### config.mk
export PLATFORM = sky130hd
export DESIGN_NAME = fit_policy_segment_allocator
export DESIGN_NICKNAME = d
export VERILOG_FILES = /design/src/fpsa_pkg.sv /design/src/fit_policy_segment_allocator.sv /design/src/fpsa_ram.sv
export SDC_FILE = /design/constraint.sdc
export NUM_CORES = 1
export LEC_CHECK = 0
export BUFFER_PORTS_ARGS = -buffer_cell sky130_fd_sc_hd__clkbuf_2
export CAP_MARGIN = 10
export CELL_PAD_IN_SITES_DETAIL_PLACEMENT = 0
export CELL_PAD_IN_SITES_GLOBAL_PLACEMENT = 2
export CORE_MARGIN = 4
export CORE_UTILIZATION = 45
export DETAILED_ROUTE_END_ITERATION = 8
export MAX_ROUTING_LAYER = met4
export PLACE_DENSITY = 0.9
export SETUP_SLACK_MARGIN = 0.2
export SYNTH_ARGS = -nofsm -noshare
export SYNTH_HDL_FRONTEND = slang
export SYNTH_SLANG_ARGS = --single-unit
export TNS_END_PERCENT = 20
### constraint.sdc
create_clock -name clk -period 14.8 [get_ports clk]
set_clock_uncertainty 0.15 [all_clocks]
set_input_delay 0.74 -clock clk [delete_from_list [all_inputs] [get_ports clk]]
set_output_delay 0.74 -clock clk [all_outputs]
set_load 0.01 [all_outputs]
### src/fpsa_pkg.sv
// Shared types and constants for the fit-policy segment allocator.
// No dependencies.
`default_nettype none
package fpsa_pkg;
	localparam int POOL_UNITS   = 1024;
	localparam int MAX_SEGMENTS = 16;
	localparam int ADDR_W = 10;
	localparam int LEN_W  = 11;
	localparam int END_W  = LEN_W + 1;
	localparam int IDX_W  = $clog2(MAX_SEGMENTS);
	localparam int CNT_W  = $clog2(MAX_SEGMENTS + 1);

	// Result status codes
	localparam logic [1:0] STAT_OK    = 2'd0;
	localparam logic [1:0] STAT_NOFIT = 2'd1;
	localparam logic [1:0] STAT_FULL  = 2'd2;

	// Request actions
	localparam logic ACT_ALLOC   = 1'b0;
	localparam logic ACT_RELEASE = 1'b1;

	// Fit policy codes (anything else is first fit)
	localparam logic [1:0] POL_BEST  = 2'd1;
	localparam logic [1:0] POL_WORST = 2'd2;

	// Register address of fit_policy
	localparam logic [1:0] REG_FIT_POLICY = 2'd0;

	// One free segment as held in the table
	typedef struct packed {
		logic [ADDR_W-1:0] start;
		logic [LEN_W-1:0]  len;
	} seg_t;

	localparam int SEG_W = $bits(seg_t);
endpackage
`default_nettype wire

### src/fit_policy_segment_allocator.sv
// Top level of the fit-policy segment allocator.
// Depends on fpsa_pkg and fpsa_ram (free segment table).
//
// Usage:
//  Request channel: drive action, req_length, release_start and raise start;
//  the word is taken at a clock edge where start is high and busy is low.
//  Result channel: done pulses for one cycle with status and grant_start;
//  the receiver cannot stall, so the word must be captured in that cycle.
//  Config: APB write of fit_policy at address 0, only while idle; pready is
//  always high.
//  Operation: the free table sits in one RAM with a registered read.
//  A request scans the table once, decides in the apply state, and if a
//  segment is removed or inserted sweeps the entries above it one per
//  cycle. Zero-length requests and out-of-pool releases answer straight
//  from idle without a scan. One request at a time.
//  Reset: one cycle after reset writes the single pool-wide free segment;
//  busy is high during it.
`default_nettype none
module fit_policy_segment_allocator
	import fpsa_pkg::*;
(
	input  wire logic              clk,
	input  wire logic              arst_n,
	input  wire logic              psel,
	input  wire logic              penable,
	input  wire logic              pwrite,
	input  wire logic [1:0]        paddr,
	input  wire logic [31:0]       pwdata,
	output logic      [31:0]       prdata,
	output logic                   pready,
	input  wire logic              start,
	output logic                   busy,
	input  wire logic              action,
	input  wire logic [LEN_W-1:0]  req_length,
	input  wire logic [ADDR_W-1:0] release_start,
	output logic                   done,
	output logic      [1:0]        status,
	output logic      [ADDR_W-1:0] grant_start
);
	typedef enum logic [2:0] {ST_INIT, ST_IDLE, ST_SCAN, ST_APPLY, ST_SWEEP} state_t;

	state_t            state_q;
	logic [1:0]        policy_q;
	logic [CNT_W-1:0]  count_q;
	logic              act_q;
	logic [LEN_W-1:0]  len_q;
	logic [ADDR_W-1:0] rs_q;
	logic [CNT_W-1:0]  scan_k_q;
	logic              v_s1;
	logic [IDX_W-1:0]  idx_s1;
	logic              found_q;
	logic [IDX_W-1:0]  pick_idx_q;
	seg_t              pick_q;
	logic              prev_v_q, next_v_q;
	seg_t              prev_q, next_q;
	logic [CNT_W-1:0]  pos_q;
	logic              sw_down_q, sw_ins_q;
	logic [IDX_W-1:0]  sw_k_q;
	logic [CNT_W-1:0]  sw_left_q;
	seg_t              ins_q;
	logic              done_q;
	logic [1:0]        status_q;
	logic [ADDR_W-1:0] grant_q;

	logic              we;
	logic [IDX_W-1:0]  waddr, raddr;
	seg_t              wdata, rd_seg;

	fpsa_ram #(.WIDTH(SEG_W), .DEPTH(MAX_SEGMENTS)) u_table (
		.clk  (clk),
		.we   (we),
		.waddr(waddr),
		.wdata(wdata),
		.raddr(raddr),
		.rdata(rd_seg)
	);

	// APB config port
	assign pready = 1'b1;
	assign prdata = (paddr == REG_FIT_POLICY) ? {30'd0, policy_q} : 32'd0;

	always_ff @(posedge clk or negedge arst_n) begin
		if (!arst_n) begin
			policy_q <= 2'd0;
		end else if (psel && penable && pwrite) begin
			policy_q <= pwdata[1:0];
		end
	end

	// Request-side arithmetic
	logic [END_W-1:0] in_end, req_end, prev_end;
	assign in_end   = END_W'(release_start) + END_W'(req_length);
	assign req_end  = END_W'(rs_q) + END_W'(len_q);
	assign prev_end = END_W'(prev_q.start) + END_W'(prev_q.len);

	// Scan evaluation of the entry returned by the RAM
	logic fits, take;
	always_comb begin
		fits = rd_seg.len >= len_q;
		take = 1'b0;
		if (fits) begin
			if (!found_q) begin
				take = 1'b1;
			end else if (policy_q == POL_BEST && rd_seg.len < pick_q.len) begin
				take = 1'b1;
			end else if (policy_q == POL_WORST && rd_seg.len > pick_q.len) begin
				take = 1'b1;
			end
		end
	end

	// Decision made once the scan is over
	logic [1:0]        ap_status;
	logic [ADDR_W-1:0] ap_grant;
	logic              ap_we, ap_sweep, ap_down;
	logic [IDX_W-1:0]  ap_waddr, ap_k;
	seg_t              ap_wdata;
	logic [CNT_W-1:0]  ap_left;
	logic [LEN_W-1:0]  a_rem;
	logic              ovl, jp, jn;
	always_comb begin
		ap_status = STAT_OK;
		ap_grant  = '0;
		ap_we     = 1'b0;
		ap_waddr  = '0;
		ap_wdata  = '0;
		ap_sweep  = 1'b0;
		ap_down   = 1'b1;
		ap_k      = '0;
		ap_left   = '0;
		a_rem     = pick_q.len - len_q;
		ovl = (prev_v_q && prev_end > END_W'(rs_q)) ||
			(next_v_q && END_W'(next_q.start) < req_end);
		jp  = prev_v_q && prev_end == END_W'(rs_q);
		jn  = next_v_q && END_W'(next_q.start) == req_end;
		if (act_q == ACT_ALLOC) begin
			if (!found_q) begin
				ap_status = STAT_NOFIT;
			end else begin
				ap_grant = pick_q.start;
				if (a_rem == '0) begin
					ap_sweep = 1'b1;
					ap_k     = pick_idx_q + 1'b1;
					ap_left  = count_q - CNT_W'(pick_idx_q) - 1'b1;
				end else begin
					ap_we          = 1'b1;
					ap_waddr       = pick_idx_q;
					ap_wdata.start = pick_q.start + len_q[ADDR_W-1:0];
					ap_wdata.len   = a_rem;
				end
			end
		end else if (ovl) begin
			ap_status = STAT_NOFIT;
		end else if (jp) begin
			ap_we          = 1'b1;
			ap_waddr       = IDX_W'(pos_q - 1'b1);
			ap_wdata.start = prev_q.start;
			ap_wdata.len   = prev_q.len + len_q + (jn ? next_q.len : '0);
			if (jn) begin
				ap_sweep = 1'b1;
				ap_k     = IDX_W'(pos_q + 1'b1);
				ap_left  = count_q - pos_q - 1'b1;
			end
		end else if (jn) begin
			ap_we          = 1'b1;
			ap_waddr       = IDX_W'(pos_q);
			ap_wdata.start = rs_q;
			ap_wdata.len   = next_q.len + len_q;
		end else if (count_q >= CNT_W'(MAX_SEGMENTS)) begin
			ap_status = STAT_FULL;
		end else begin
			ap_sweep = 1'b1;
			ap_down  = 1'b0;
			ap_k     = IDX_W'(count_q - 1'b1);
			ap_left  = count_q - pos_q;
		end
	end

	// RAM port muxing
	always_comb begin
		we    = 1'b0;
		waddr = '0;
		wdata = '0;
		raddr = sw_k_q;
		if (state_q == ST_SCAN) begin
			raddr = IDX_W'(scan_k_q);
		end
		case (state_q)
			ST_INIT: begin
				we          = 1'b1;
				wdata.len   = LEN_W'(POOL_UNITS);
			end
			ST_APPLY: begin
				we    = ap_we;
				waddr = ap_waddr;
				wdata = ap_wdata;
			end
			ST_SWEEP: begin
				if (v_s1) begin
					we    = 1'b1;
					waddr = sw_down_q ? idx_s1 - 1'b1 : idx_s1 + 1'b1;
					wdata = rd_seg;
				end else if (sw_left_q == '0 && sw_ins_q) begin
					we    = 1'b1;
					waddr = IDX_W'(pos_q);
					wdata = ins_q;
				end
			end
			default: ;
		endcase
	end

	// Sequencer
	always_ff @(posedge clk or negedge arst_n) begin
		if (!arst_n) begin
			state_q  <= ST_INIT;
			count_q  <= CNT_W'(1);
			v_s1     <= 1'b0;
			done_q   <= 1'b0;
			status_q <= STAT_OK;
			grant_q  <= '0;
		end else begin
			done_q <= 1'b0;
			case (state_q)
				ST_INIT: begin
					state_q <= ST_IDLE;
				end
				ST_IDLE: begin
					if (start) begin
						act_q    <= action;
						len_q    <= req_length;
						rs_q     <= release_start;
						scan_k_q <= '0;
						found_q  <= 1'b0;
						prev_v_q <= 1'b0;
						next_v_q <= 1'b0;
						pos_q    <= '0;
						grant_q  <= '0;
						if (req_length == '0) begin
							done_q   <= 1'b1;
							status_q <= (action == ACT_ALLOC) ? STAT_NOFIT : STAT_OK;
						end else if (action == ACT_RELEASE &&
							in_end > END_W'(POOL_UNITS)) begin
							done_q   <= 1'b1;
							status_q <= STAT_NOFIT;
						end else begin
							state_q <= ST_SCAN;
						end
					end
				end
				ST_SCAN: begin
					// issue one read per cycle, evaluate each in the cycle after its read
					v_s1   <= scan_k_q < count_q;
					idx_s1 <= IDX_W'(scan_k_q);
					if (scan_k_q < count_q) begin
						scan_k_q <= scan_k_q + 1'b1;
					end else if (!v_s1) begin
						state_q <= ST_APPLY;
					end
					if (v_s1) begin
						if (act_q == ACT_ALLOC) begin
							if (take) begin
								found_q    <= 1'b1;
								pick_idx_q <= idx_s1;
								pick_q     <= rd_seg;
							end
						end else if (rd_seg.start <= rs_q) begin
							prev_v_q <= 1'b1;
							prev_q   <= rd_seg;
							pos_q    <= CNT_W'(idx_s1) + 1'b1;
						end else if (!next_v_q) begin
							next_v_q <= 1'b1;
							next_q   <= rd_seg;
						end
					end
				end
				ST_APPLY: begin
					v_s1      <= 1'b0;
					grant_q   <= ap_grant;
					status_q  <= ap_status;
					sw_down_q <= ap_down;
					sw_ins_q  <= !ap_down;
					sw_k_q    <= ap_k;
					sw_left_q <= ap_left;
					ins_q     <= '{start: rs_q, len: len_q};
					if (ap_sweep) begin
						state_q <= ST_SWEEP;
					end else begin
						state_q <= ST_IDLE;
						done_q  <= 1'b1;
					end
				end
				ST_SWEEP: begin
					// move entries one slot down (remove) or up (insert)
					v_s1   <= sw_left_q != '0;
					idx_s1 <= sw_k_q;
					if (sw_left_q != '0) begin
						sw_left_q <= sw_left_q - 1'b1;
						sw_k_q    <= sw_down_q ? sw_k_q + 1'b1 : sw_k_q - 1'b1;
					end else if (!v_s1) begin
						count_q <= sw_ins_q ? count_q + 1'b1 : count_q - 1'b1;
						state_q <= ST_IDLE;
						done_q  <= 1'b1;
					end
				end
				default: begin
					state_q <= ST_IDLE;
				end
			endcase
		end
	end

	assign busy        = state_q != ST_IDLE;
	assign done        = done_q;
	assign status      = status_q;
	assign grant_start = grant_q;

	// The table never holds more segments than it has rows
	a_count_range: assert property (@(posedge clk) disable iff (!arst_n)
		count_q <= CNT_W'(MAX_SEGMENTS))
		else $error("free segment count out of range");

	// A result is only issued on the way back to idle
	a_done_idle: assert property (@(posedge clk) disable iff (!arst_n)
		done_q |-> state_q == ST_IDLE)
		else $error("result issued while still working");

	// An insert sweep never moves a row from beyond the last valid row
	a_sweep_up: assert property (@(posedge clk) disable iff (!arst_n)
		(state_q == ST_SWEEP && v_s1 && !sw_down_q) |-> CNT_W'(idx_s1) < count_q)
		else $error("insert sweep beyond table fill");

	// A grant is only reported with an ok status
	a_grant_ok: assert property (@(posedge clk) disable iff (!arst_n)
		(done_q && grant_q != '0) |-> status_q == STAT_OK)
		else $error("grant with failing status");
endmodule
`default_nettype wire

### src/fpsa_ram.sv
// Generic simple dual-port RAM: one write port, one read port, registered read.
// No dependencies; contents are undefined until written.
`default_nettype none
module fpsa_ram #(
	parameter int WIDTH = 8,
	parameter int DEPTH = 16
) (
	input  wire logic                     clk,
	input  wire logic                     we,
	input  wire logic [$clog2(DEPTH)-1:0] waddr,
	input  wire logic [WIDTH-1:0]         wdata,
	input  wire logic [$clog2(DEPTH)-1:0] raddr,
	output logic      [WIDTH-1:0]         rdata
);
	logic [WIDTH-1:0] mem [DEPTH];

	always_ff @(posedge clk) begin
		if (we) begin
			mem[waddr] <= wdata;
		end
		rdata <= mem[raddr];
	end
endmodule
`default_nettype wire

==> flow_summary_export.csv <==
group,metric,value,unit
power,comb_power_share,23.0,%
yosys,ys_async_sr_fraction,4.62,%
final_layout,area_delta_synth_final,11.9,%
yosys,synth-edff-count,474,
grt,grt_start_max_net_pins,75,
setup_path,cp_data_arrival_time,7740,ps
grt,overflow,0,
final_layout,layout.nets,2184,
grt,busiest_layer,"met2",
routing,antenna_left,0,
grt,use_met2,35.4,%
power,ir_drop,0.112,mV
final_layout,most-common-layout-cells,"474 x edfxtp_1, 146 x ha_1, 125 x nand2_1, 88 x inv_1, 84 x mux4_2",
placement,place_congestion,0.932,
yosys,synth_area,25900,um^2
grt,grt_use_met1,29.0,%
sta,fin_tns_setup,0,ps
power,switchingPower,1.31,mW
yosys,synth_ff_type,"edfxtp_1",
job,cap_violations,0,
power,clkPwrFrac,31.5,%
yosys,seq_area_frac_synth,58.9,%
grt,grt_pass1_wl,98700,um
routing,dr.pass1.iters,8,
clock_network,cts_inserted_buffers,52,
routing,routed_wl,66800,um
power,seqPwrFrac,45.6,%
clock_network,clkTransAtPathRegs,70,ps
clock_network,cts.sink_count,519,
clock_network,cts-root-buf,"clkbuf_16",
routing,drt_iter0_drc,1643,
floorplanning,die_x,248,um
placement,dp_hpwl,44500,um
sta,hold_viol,0,
yosys,synthCells,1870,
yosys,synth_warnings,0,
grt,met3_usage,3.21,%
sta,clock.fmax,0.131,GHz
final_layout,layout-drive-gt1-share,15.6,%
power,power.density,146,nW/um^2
sta,finalCritPeriodShare,51.6,%
power,total_power,4.22,mW
routing,vias,16300,
final_layout,fillers,4682,
setup_path,cp-end-kind,"register",
sta,setup_viol,0,
setup_path,crit_required,14900,ps
sta,grt_setup_unrepaired,"no",
floorplanning,rows,87,
sta,tightest_slew,1260,ps
power,p_leak,10.8,nW
routing,via_per_inst,5.91,
grt,antenna_found_initial,0,
clock_network,cts_buffer_depth,3,
floorplanning,floorplan.initialDensity,45.7,%
yosys,ys_seq_elements,519,
yosys,synth_area_leader_cell,"edfxtp_1",
yosys,synth.distinct_cells,81,
sta,period_needed,7640,ps
routing,drc,0,
clock_network,cts_tree,"built",
power,internal_power,2.91,mW
clock_network,clk_latency,630,ps
clock_network,post_cts_resized,0,
floorplanning,dieHeight,248,um
floorplanning,ios,109,
status,status,"finished, final reports clean",
clock_network,cts_max_level,2,
floorplanning,die_area,61500,um^2
final_layout,final_common_cell,"edfxtp_1",
floorplanning,core,56700,um^2
placement,port_buffers,47,
sta,drv_slew,0,
setup_path,crit_path_max_fanout,16,
yosys,synth_top_area_share,55.0,%
power,switching_share,31.0,%
yosys,avgSynthCellArea,13.8,um^2
setup_path,cp-start-kind,"register",
min_path,hp-class,"primary input to asynchronous set/reset pin",
sta,slew_headroom,16.0,%
routing,wl_per_cell,24.3,um
grt,grt.total_usage,22.2,%
clock_network,holdBufCountCts,0,
grt,grt_pass1_vias,16000,
yosys,synth.area.top_cells,"edfxtp_1 55%, mux4_2 7.3%, ha_1 7.1%",
clock_network,cts_setup_buffers,0,
setup_path,setup.worst_path.class,"register to register",
final_layout,diodes,0,
-- kinds of logic (layout without fill, tap and decap cells) --
kind of cell | after synthesis | in the layout | synth area share, %
AO/OA/AOI/OAI | 392 | 392 | 10.3
XOR/XNOR | 88 | 88 | 2.98
adder cells (fa/ha/maj) | 167 | 167 | 8.68
buffers and inverters | 185 | 285 | 3.20
flip-flops | 519 | 519 | 58.9
multiplexers | 98 | 98 | 7.86
other | 2 | 31 | 0.0290
AND/OR/NAND/NOR | 419 | 419 | 8.06
-- power groups by stage --
stage	Combinational, mW	Clock [mW]	Sequential, mW
2_1_floorplan	0.696	0	1.85
3_3_place_gp	0.940	0	1.95
3_5_place_dp	0.959	0	1.95
4_1_cts	0.967	1.35	1.92
5_1_grt	1.07	1.41	1.93
6_report	0.969	1.33	1.92
-- Yosys cell counts, types with 5 or more instances --
cell type / count
o21bai_1: 5
buf_4: 31
ha_1: 146
o21a_1: 16
a22oi_1: 30
nand3_1: 40
nand3b_1: 5
o22ai_1: 20
edfxtp_1: 474
nor2b_1: 17
a21oi_1: 79
or2_2: 5
mux4_2: 84
a31oi_1: 29
inv_1: 88
nor2_1: 75
or3_1: 5
a221oi_1: 7
nand2_1: 125
dfxtp_1: 21
o21ai_0: 53
nor4_1: 19
fa_1: 21
o211ai_1: 13
nor3_1: 32
xor2_1: 38
dfrtp_1: 23
xnor2_1: 50
a22o_1: 11
buf_1: 5
nand4_1: 14
a211oi_1: 30
and2_1: 28
and3_1: 21
buf_2: 9
mux2i_1: 11
a21o_1: 35
clkbuf_1: 50
nand2b_1: 12
o31ai_1: 9
o32ai_1: 5
-- per-stage QoR --
stage	cells	utilization (%)	setup slack (ps)	instance area, um^2	hold slack, ps
after floorplan	1899	-	8030	26000	294
after global placement	2646	47.8	7220	27100	346
after detailed placement	2646	47.8	7100	27100	357
after CTS	2744	50.9	7050	28900	20.6
after global routing	2755	51.1	6610	29000	29.4
final	2755	51.1	7160	29000	24.1
-- cell type report --
cell class                      instances  area, um^2  share of cell area (%)
Timing Repair Buffer                   98         641                    2.21
Tap cell                              756         946                    3.26
Inverter                               89         334                    1.15
Multi-Input combinational cell       1195       10100                    34.7
Clock buffer                           70        1450                    5.00
Sequential cell                       519       15300                    52.6
Clock inverter                         28         307                    1.06
-- path summary, 6_finish.rpt --
| check | startpoint | endpoint | slack (ps) | cells past startpoint |
|---|---|---|---|---|
| min reg2reg | pick_q[15] | grant_start[4] | 380 | 1 |
| max | len_q[1] | u_table.mem[4][7] | 7160 | 27 |
| max in group asynchronous | arst_n | count_q[0] | 14110 | 2 |
| max reg2reg | len_q[1] | u_table.mem[4][7] | 7160 | 27 |
| min | arst_n | status[1] | 20 | 2 |
| min in group clk | release_start[7] | rs_q[7] | 170 | 1 |
-- flip-flops by register name, indices dropped and copies added, names as in the netlist, 10 cells and up --
signal and count:
u_table.rdata 21, pick_q 21, u_table.mem 336, prev_q 21, next_q 21, rs_q 10, len_q 11, ins_q 21
grant_start 10
-- worst max-delay path, stage by stage (launching register included) --
cell and delay [ps]:
edfxtp_1 650, inv_1 380, fa_1 290, nor2b_1 80, o2111a_1 260, nor3_1 330
nor2b_1 80, o21ai_0 190, nand2b_1 100, xnor2_1 130, ha_1 290, nand2_1 70
nor4_1 640, buf_4 300, and3_1 190, fa_1 420, ha_1 220, inv_1 70
fa_1 200, nor2b_1 60, o21ai_0 190, a21boi_0 150, o21ai_0 180, nand2b_1 100
xnor2_1 130, o21ai_0 330, mux2i_1 150, o22ai_1 920
-- per-layer routing --
metal / up-vias / wire length (um)
met5: - / 0
met4: 0 / 2860
met3: 139 / 4460
met2: 600 / 32200
met1: 8145 / 27300
li1: 7390 / -
Power figures use the tool's default switching activity.
